==> config.mk <==
export PLATFORM = sky130hd
export DESIGN_NAME = rgba_abd_lane
export DESIGN_NICKNAME = d
export VERILOG_FILES = /design/src/hw/rtl/rgba_abd_pkg.sv /design/src/hw/rtl/rgba_abd_lane.sv
export SDC_FILE = /design/constraint.sdc
export NUM_CORES = 1
export LEC_CHECK = 0
export BUFFER_PORTS_ARGS = -buffer_cell sky130_fd_sc_hd__buf_2
export CORE_MARGIN = 2
export CORE_UTILIZATION = 50
export CTS_CLUSTER_DIAMETER = 200
export DETAILED_ROUTE_END_ITERATION = 6
export HOLD_SLACK_MARGIN = 0.05
export PLACE_DENSITY = 0.73
export SLEW_MARGIN = 40
export SYNTH_ARGS = -nofsm -noshare
export SYNTH_HDL_FRONTEND = slang
export SYNTH_SLANG_ARGS = --single-unit
==> constraint.sdc <==
create_clock -name clk_i -period 17.67 [get_ports clk_i]
set_clock_uncertainty 0.2 [all_clocks]
set_input_delay 0.8835 -clock clk_i [delete_from_list [all_inputs] [get_ports clk_i]]
set_output_delay 0.8835 -clock clk_i [all_outputs]
set_load 0.02 [all_outputs]
==> src/hw/rtl/rgba_abd_pkg.sv <==
// Shared constants, types and the reciprocal table of the RGBA8 box downsampler.
package rgba_abd_pkg;

  // Largest supported source width; sets the line store depth.
  localparam int MaxSrcWidth  = 16384;
  localparam int MaxSrcHeight = 16384;

  localparam int AxisW     = 15;
  localparam int PosW      = $clog2(MaxSrcWidth);
  localparam int RowW      = $clog2(MaxSrcHeight);
  localparam int LineDepth = MaxSrcWidth / 2;
  localparam int LineAddrW = (LineDepth > 1) ? $clog2(LineDepth) : 1;
  localparam int TIdxW     = LineAddrW;
  localparam int TRowW     = $clog2(MaxSrcHeight / 2);

  localparam int ChanW    = 8;
  localparam int LaneW    = 12;  // holds 9 * 255
  localparam int NumLanes = 4;
  localparam int CntW     = 4;   // box sample count, 1..9

  // Division by the sample count: multiply by ceil(2^16 / count), exact for
  // dividends below 2^13.
  localparam int RecipShift = 16;
  localparam int RecipW     = RecipShift + 1;
  localparam int ProdW      = RecipShift + ChanW;

  localparam logic [RecipW-1:0] Recip1 = RecipW'(1 << RecipShift);
  localparam logic [RecipW-1:0] Recip2 = RecipW'((1 << RecipShift) / 2);
  localparam logic [RecipW-1:0] Recip3 = RecipW'((1 << RecipShift) / 3 + 1);
  localparam logic [RecipW-1:0] Recip4 = RecipW'((1 << RecipShift) / 4);
  localparam logic [RecipW-1:0] Recip6 = RecipW'((1 << RecipShift) / 6 + 1);
  localparam logic [RecipW-1:0] Recip9 = RecipW'((1 << RecipShift) / 9 + 1);

  typedef logic [LaneW-1:0]                lane_sum_t;
  typedef logic [NumLanes-1:0][LaneW-1:0]  box_sum_t;   // red in lane 0
  typedef logic [NumLanes-1:0][ChanW-1:0]  texel_t;

  typedef enum logic [0:0] {
    CFG_SRC_WIDTH  = 1'b0,
    CFG_SRC_HEIGHT = 1'b1
  } cfg_idx_e;

  typedef enum logic [1:0] {
    ST_IDLE  = 2'd0,
    ST_MERGE = 2'd1,
    ST_DIV   = 2'd2
  } state_e;

  typedef struct packed {
    logic                 wr_en;
    logic [LineAddrW-1:0] wr_addr;
    logic                 rd_en;
    logic [LineAddrW-1:0] rd_addr;
  } line_req_t;

  function automatic logic [RecipW-1:0] recip(input logic [CntW-1:0] cnt);
    logic [RecipW-1:0] r;
    unique case (cnt)
      4'd2:    r = Recip2;
      4'd3:    r = Recip3;
      4'd4:    r = Recip4;
      4'd6:    r = Recip6;
      4'd9:    r = Recip9;
      default: r = Recip1;
    endcase
    return r;
  endfunction

endpackage

==> src/hw/rtl/rgba_abd_lane.sv <==
// One channel lane: rounded division of a box sum by the sample count.
module rgba_abd_lane (
  input  logic                                clk_i,
  input  logic                                en_i,
  input  rgba_abd_pkg::lane_sum_t             sum_i,
  input  logic [rgba_abd_pkg::CntW-1:0]       cnt_i,
  output logic [rgba_abd_pkg::ChanW-1:0]      avg_o
);
  import rgba_abd_pkg::*;

  logic [LaneW:0]   dividend;
  logic [ProdW-1:0] prod_d;
  logic [ProdW-1:0] prod_q;

  // (sum + count/2) * ceil(2^16/count), keep the bits that give the byte
  always_comb begin
    dividend = {1'b0, sum_i} + (LaneW + 1)'(cnt_i >> 1);
    prod_d   = ProdW'(dividend) * ProdW'(recip(cnt_i));
  end

  always_ff @(posedge clk_i) begin
    if (en_i) begin
      prod_q <= prod_d;
    end
  end

  assign avg_o = prod_q[ProdW-1:RecipShift];

endmodule

* After elaboration in Yosys (flattened, before gate mapping)
Index checks and enable logic that the tools add are counted.
Storage, ports and cells: bits in read-only memories 0, bits in writable memories 0, input port bits 18, latch bits 0, bits in registers 24, logic and storage cells 9, memories kept 0
Cells by class: mux-type cells 1, shifts and indexed selects 0, magnitude comparators 0, bitwise operators 0, reductions and logical operators 0, $add $sub $neg 1, equality and inequality tests 5, div/mod/pow operators 0, $mul 1
Operator list (count):
- $pmux W17 S5 | 1
- $mul A13 B17 Y24 | 1
- $add A12 B3 Y13 | 1
- $eq A4 B2 Y1 const B | 2
- $eq A4 B3 Y1 const B | 2
- $eq A4 B4 Y1 const B | 1

* Longest topological paths before layout
Gate-level depths: netlist of the first run.
word-level depth 3, gate-level depth with buffers 25, gate-level depth less buffers 25

* Worst setup path before layout of the first run
OpenSTA, ideal clock, no wires.
path type in2reg, start input port sum_i[0], end register prod_q[18] (data pin), arrival 6542 ps, path slack 10667 ps, stages 23, path buffers 0, cells stage by stage ha_1 > fa_1 > a21oi_1 > nor2_1 > nand3_1 > xor2_1 > nor2_1 > fa_1 > inv_1 > fa_1 > inv_1 > fa_1 > fa_1 > inv_1 > fa_1 > inv_1 > ha_1 > and4_1 > nand2_1 > or3_4 > a31oi_4 > nor4_1 > a311o_1
On the way: word-level cells in the longest chain between the ends 2
RTL lines:
- start: declaration | line rgba_abd_lane.sv:5 | input rgba_abd_pkg::lane_sum_t sum_i,
- $add A12 B3 Y13 | line rgba_abd_lane.sv:17 | dividend = {1'b0, sum_i} + (LaneW + 1)'(cnt_i >> 1);
- $mul A13 B17 Y24 | line rgba_abd_lane.sv:18 | prod_d = ProdW'(dividend) * ProdW'(recip(cnt_i));
- net prod_d[18] | line rgba_abd_lane.sv:12 | logic [ProdW-1:0] prod_d;
- end signal: assignment | line rgba_abd_lane.sv:23 | prod_q <= prod_d;
- end: declaration | line rgba_abd_lane.sv:13 | logic [ProdW-1:0] prod_q;
The timed path passes the listed nets, and every way through them passes these cells. A chain may end at the register's enable or synchronous reset.

* Worst setup path after layout of the first run
start input port cnt_i[1] (netlist bit), end register prod_q[18] (data pin)
On the way: word-level cells in the longest chain between the ends 3, elaborated cells between the ends (all ways) 8, classes of those cells add/sub: 1; mul: 1; eq/ne: 5; mux: 1
RTL lines:
- start: declaration | line rgba_abd_lane.sv:6 | input logic [rgba_abd_pkg::CntW-1:0] cnt_i,
- branches (longest 2 deep; another with $add A12 B3 Y13)
- $mul A13 B17 Y24 * | line rgba_abd_lane.sv:18
- net prod_d[18] | line rgba_abd_lane.sv:12
Mark *: on every way through the listed nets, which the timed path passes.

==> flow_summary.json, run 1 <==
{
  "status": "finished clean",
  "path_class": "primary input to register",
  "clockBufferDepth": 2,
  "io_buffers": 25,
  "hold_path_startpoint": "en_i",
  "postPlaceCellArea_mm2": 0.00593,
  "tightest_slew_ps": 783,
  "p_seq_share_pct": 11.9,
  "holdBufCountCts": 0,
  "vias_per_cell": 5.34,
  "drt_wl_total_um": 13700,
  "finish.net_count": 854,
  "cts_made_buffers": 3,
  "fillCellCount": 998,
  "cellLeakagePower_nw": 3.25,
  "holdPathStages": 1,
  "ys_seq_elements": 8,
  "syn_nets": 827,
  "synthSimpleGateAreaFrac_pct": 12.4,
  "peakVddDrop_v": 0.0000488,
  "finalWeightedCongestion": 0.935,
  "cts_post_setup_buffers_inserted": 0,
  "clk_pin_slew_ps": 40,
  "cts-htree-levels": 1,
  "critPathTopFamily": "adder cells",
  "synth.mux.area_fraction_pct": 0,
  "crit_top_cell": "fa_1",
  "seq_area_frac_synth_pct": 4.26,
  "async_reset_ff_share_pct": 0,
  "setup_ws_ps": 10000,
  "io_pins": 26,
  "firstDrtPassIters": 5,
  "largest-register": "prod_q",
  "arrival_ps": 7440,
  "start_kind": "primary input",
  "synth_compound_area_share_pct": 6.75,
  "final-max-slew-violation-count": 0,
  "min_to": "prod_q[17]$_DFFE_PP_",
  "setup_viol": 0,
  "top_regs": "prod_q x8",
  "fmax_mhz": 130,
  "die_height_um": 110,
  "grt_max_degree": 15,
  "syn_avg_cell_area_um2": 9.06,
  "wl_per_cell_um": 17.4,
  "cpMaxStageDelayCell": "xnor2_1",
  "die-area_mm2": 0.0121,
  "critPathMaxStageDelay_ps": 590,
  "p_clk_share_pct": 12.0,
  "tritoncts": "yes",
  "hold_viol_final": 0,
  "ys_warn_count": 0,
  "layout_commonest_cell": "inv_1",
  "stdcell_area_mm2": 0.00601,
  "dr_total_vias": 4199,
  "drt_iter0_drc": 279,
  "finalCritPeriodShare_pct": 43.4,
  "cts_root_buf": "clkbuf_16",
  "power.net_switching_mw": 0.156,
  "ant_nets": 0,
  "multiInputGateArea_mm2": 0.00466,
  "largest_register_ffs": 8,
  "syn2layout_area_growth_pct": 6.64,
  "grt_pass1_wl_um": 22900,
  "fin_cells": 787,
  "hpwl_um": 12400,
  "dp_slack_ps": 9850,
  "dp_cells": 783,
  "min_period_ps": 7670,
  "cts_resized": 0,
  "layout_common_cells": "inv_1 (194), fa_1 (131), ha_1 (56)",
  "antenna_found_initial": 0,
  "crit_fanout": 7,
  "grt_overflow": 0,
  "crit_path_end_kind": "register",
  "internal_power_mw": 0.154,
  "tns_ps": 0,
  "netlist_instances": 622,
  "synth_enable_flop_cells": 8,
  "rows": 38,
  "cp_num_cells": 23,
  "synth_adder_area_share_pct": 59.0,
  "core_area_mm2": 0.0109,
  "hold_ws_ps": 800,
  "synth_xor_area_share_pct": 4.44,
  "ff_latch_area_um2": 240,
  "synth_top_family_by_area": "adder cells",
  "netlist_area_mm2": 0.00564,
  "slew_headroom_pct": 47.4,
  "drv_cap": 0,
  "drive_gt1_share_pct": 5.87,
  "synth.distinct_cells": 47,
  "power_frac_comb_pct": 76.1,
  "cts_num_sinks": 8,
  "drc": 0,
  "first_global_vias": 4719,
  "synth_ff_type": "edfxtp_1",
  "rsz0062_at_grt": "no",
  "fp.dieW_um": 110,
  "antenna_cells": 0,
  "worstPathCellList": "buf_2 > ha_1 > fa_1 > a21oi_1 > nor2_1 > nand3_1 > xnor2_1 > nand2_1 > fa_1 > inv_1 > fa_1 > fa_1 > fa_1 > inv_1 > fa_1 > inv_1 > ha_1 > and4_1 > nand2_1 > or3_4 > a31oi_4 > nor4_1 > a311o_1",
  "grtUsageTotal_pct": 25.2,
  "power_density_mw_per_mm2": 51.6,
  "critPathBufInv": 4,
  "crit_required_ps": 17440,
  "swShare_pct": 50.4,
  "hold_path_class": "primary input to register",
  "initial_core_util_pct": 51.5
}
==> cell usage after synthesis, drive strengths merged, types with 2 or more instances <==
library cell    n  area (um^2)
inv           194          728
a31oi           3         33.8
a21oi          21          105
or3             2         17.5
fa            131         2620
nor3            5         30.0
o21bai          2         15.0
o2111ai         2         17.5
a211oi          4         30.0
nand3          11         55.1
nor2b           2         12.5
nand2b          7         43.8
o21a            2         15.0
nand4           3         18.8
a21o            3         22.5
and2            9         56.3
clkbuf          3         11.3
xor2           11         96.3
edfxtp          8          240
ha             56          701
nor2           46          173
o21ai           8         40.0
nand2          50          188
xnor2          15          131
o311ai          3         26.3
o211ai          2         15.0
and3            3         18.8
==> per-stage QoR <==
step	util, %	total power [mW]
after global placement	54.1	0.262
after global routing	55.0	0.346
after detailed placement	54.2	0.271
after CTS	54.9	0.310
after floorplan	-	0.211
final	55.0	0.310
==> logic make-up after synthesis <==
family	after synthesis
adder cells (fa/ha/maj)	187
buffers and inverters	198
AND/OR/NAND/NOR	146
flip-flops	8
XOR/XNOR	27
AO/OA/AOI/OAI	56
==> metal layers <==
metal | global-route usage [%] | vias up | share of wire [%]
li1 | - | 1916 | -
met1 | 31.3 | 2081 | 40
met2 | 44.3 | 162 | 49
met3 | 3.41 | 40 | 5.9
met4 | 10.4 | 0 | 4.8
met5 | 0 | - | 0
==> worst max path at each step <==
stage | to | start
floorplan | prod_q[18]$_DFFE_PP_ | sum_i[0]
global placement | prod_q[18]$_DFFE_PP_ | cnt_i[3]
detailed placement | prod_q[18]$_DFFE_PP_ | cnt_i[1]
CTS | prod_q[18]$_DFFE_PP_ | cnt_i[1]
global route | prod_q[18]$_DFFE_PP_ | cnt_i[1]
finish | prod_q[18]$_DFFE_PP_ | cnt_i[1]
==> area by class of cell <==
class	instances	area share (%)
clock buffer	3	1.25
inverter	194	12.1
multi-input combinational	416	77.6
sequential	8	4.00
tap	140	2.91
timing repair buffer	26	2.17
==> power groups by stage <==
stage | registers [mW] | logic [mW] | clock network (mW)
floorplan | 0.0487 | 0.162 | 0
global route | 0.0380 | 0.269 | 0.0388
detailed placement | 0.0375 | 0.234 | 0
CTS | 0.0374 | 0.236 | 0.0372
global placement | 0.0368 | 0.225 | 0
finish | 0.0370 | 0.236 | 0.0371
Note: power is estimated with default switching activity, not from simulation.
==> run 2: changes to the inputs <==
ABC_AREA = 1   (was default)
clock period = 7.6 ns   (was 17.67 ns; I/O delays follow)
==> flow_summary.json, run 2 <==
{
  "dp_cells": 960,
  "hold_path_class": "primary input to register",
  "peakVddDrop_v": 0.0000844,
  "ys_warn_count": 0,
  "async_reset_ff_share_pct": 0,
  "die-area_mm2": 0.0132,
  "synth_adder_area_share_pct": 54.1,
  "synth.distinct_cells": 30,
  "hold_ws_ps": 290,
  "cellLeakagePower_nw": 3.81,
  "fin_cells": 963,
  "setup_viol": 0,
  "crit_path_end_kind": "register",
  "cts_post_setup_buffers_inserted": 0,
  "dp_slack_ps": 866,
  "stdcell_area_mm2": 0.00651,
  "swShare_pct": 53.4,
  "synth_top_cell_area_share_pct": 42.7,
  "io_buffers": 25,
  "drive_gt1_share_pct": 7.72,
  "firstDrtPassIters": 5,
  "synth_enable_flop_cells": 8,
  "ys_seq_elements": 8,
  "syn_avg_cell_area_um2": 7.77,
  "hpwl_um": 13400,
  "initial_core_util_pct": 51.1,
  "synthTopCellsByArea": "fa_1 (43%), inv_1 (16%), ha_1 (11%)",
  "synth_xor_area_share_pct": 1.43,
  "drv_cap": 0,
  "largest-register": "prod_q",
  "drt_iter0_drc": 268,
  "slew_headroom_pct": 63.0,
  "io_pins": 26,
  "synth.mux.area_fraction_pct": 0,
  "cpMaxStageDelayCell": "fa_1",
  "vias_per_cell": 5.02,
  "grt_pass1_wl_um": 24600,
  "synth_compound_area_share_pct": 4.34,
  "holdPathStages": 1,
  "tightest_slew_ps": 554,
  "largest_register_ffs": 8,
  "power_frac_comb_pct": 78.1,
  "crit_start": "cnt_i[1]",
  "crit_fanout": 6,
  "synthTopCellsByCount": "inv_1 (256), fa_1 (131), nand2_1 (128)",
  "die_height_um": 115,
  "clockBufferDepth": 2,
  "layout_common_cells": "inv_1 (256), fa_1 (131), nand2_1 (128)",
  "synth_ff_type": "edfxtp_1",
  "hold_viol_final": 0,
  "antenna_cells": 0,
  "grt_max_degree": 15,
  "path_class": "primary input to register",
  "syn2layout_area_growth_pct": 6.14,
  "min_to": "prod_q[20]$_DFFE_PP_",
  "crit_top_cell": "fa_1",
  "layout_commonest_cell": "inv_1",
  "drc": 0,
  "ant_nets": 0,
  "power.net_switching_mw": 0.413,
  "synthSimpleGateAreaFrac_pct": 20.0,
  "setup_ws_ps": 1070,
  "drt_wl_total_um": 14300,
  "p_clk_share_pct": 11.2,
  "crit_required_ps": 7370,
  "cts_num_sinks": 8,
  "final-max-slew-violation-count": 0,
  "grt_overflow": 0,
  "first_global_vias": 5176,
  "finalPower_mw": 0.773,
  "synth_most_common_cell": "inv_1",
  "fmax_mhz": 153,
  "tns_ps": 0,
  "fp.dieW_um": 115,
  "critPathTopFamily": "adder cells",
  "critPathBufInv": 6,
  "finalWeightedCongestion": 1.00,
  "finish.net_count": 1023,
  "synth_top_family_by_area": "adder cells",
  "p_seq_share_pct": 10.7,
  "core_area_mm2": 0.0120,
  "power_density_mw_per_mm2": 119,
  "tritoncts": "yes",
  "cts_made_buffers": 3,
  "netlist_area_mm2": 0.00614,
  "cts-htree-levels": 1,
  "min_period_ps": 6530,
  "dr_total_vias": 4831,
  "seq_area_frac_synth_pct": 3.91,
  "finalCritPeriodShare_pct": 85.9,
  "cts_root_buf": "clkbuf_16",
  "critPathMaxStageDelay_ps": 550,
  "syn_nets": 995,
  "clk_pin_slew_ps": 40,
  "hold_path_startpoint": "en_i",
  "status": "finished clean",
  "arrival_ps": 6300,
  "postPlaceCellArea_mm2": 0.00644,
  "final_core_util_pct": 54.2,
  "rsz0062_at_grt": "no",
  "holdBufCountCts": 0,
  "grtUsageTotal_pct": 24.1,
  "netlist_instances": 790,
  "cts_resized": 0,
  "top_regs": "prod_q x8",
  "rows": 40,
  "internal_power_mw": 0.360,
  "fillCellCount": 1182,
  "antenna_found_initial": 0,
  "yosys.area.top_type": "fa_1",
  "start_kind": "primary input",
  "wl_per_cell_um": 14.9
}
-- run 2: cell types whose count changed in the layout (fill, tap and decap cells not counted), moves of 9 or more --
cell / delta
xnor2_1: -14
nand3_1: +18
inv_1: +62
and2_1: -9
nand2_1: +78
nor2_1: +33
-- run 2: final cells by class --
cell class	count	area, um^2	share of cell area (%)
tap	147	184	2.82
clock buffer	3	75.1	1.15
timing repair buffer	25	125	1.92
inverter	263	987	15.2
multi-input combinational	517	4900	75.3
sequential	8	240	3.69
-- run 2: worst max-delay path by stage --
stage | to | depth (start not counted) | slack (ps)
final | prod_q[22]$_DFFE_PP_ | 27 | 1070
after global routing | prod_q[22]$_DFFE_PP_ | 27 | 760
after floorplan | prod_q[22]$_DFFE_PP_ | 28 | 1610
after detailed placement | prod_q[22]$_DFFE_PP_ | 27 | 870
after CTS | prod_q[22]$_DFFE_PP_ | 27 | 1100
after global placement | prod_q[22]$_DFFE_PP_ | 27 | 930
-- run 2: metal layers --
layer	share of wire (%)	routed length, um	GRT usage [%]	vias to the layer above
met2	48	6890	42.3	138
li1	-	-	-	2330
met1	44	6280	31.3	2327
met5	0	0	0	-
met4	4.4	635	8.11	0
met3	3.7	535	2.79	36
-- run 2: kinds of logic (layout without fill, tap and decap cells) --
logic type / count (synthesis) / count (layout)
AO/OA/AOI/OAI: 46 / 46
XOR/XNOR: 10 / 10
adder cells (fa/ha/maj): 187 / 187
buffers and inverters: 265 / 291
flip-flops: 8 / 8
AND/OR/NAND/NOR: 274 / 274
-- run 2: power groups by stage --
stage	registers, mW	clock network, mW	logic (mW)
5_1_grt	0.0850	0.0900	0.698
6_report	0.0828	0.0864	0.604
3_5_place_dp	0.0834	0	0.604
4_1_cts	0.0829	0.0871	0.609
2_1_floorplan	0.112	0	0.423
3_3_place_gp	0.0838	0	0.594
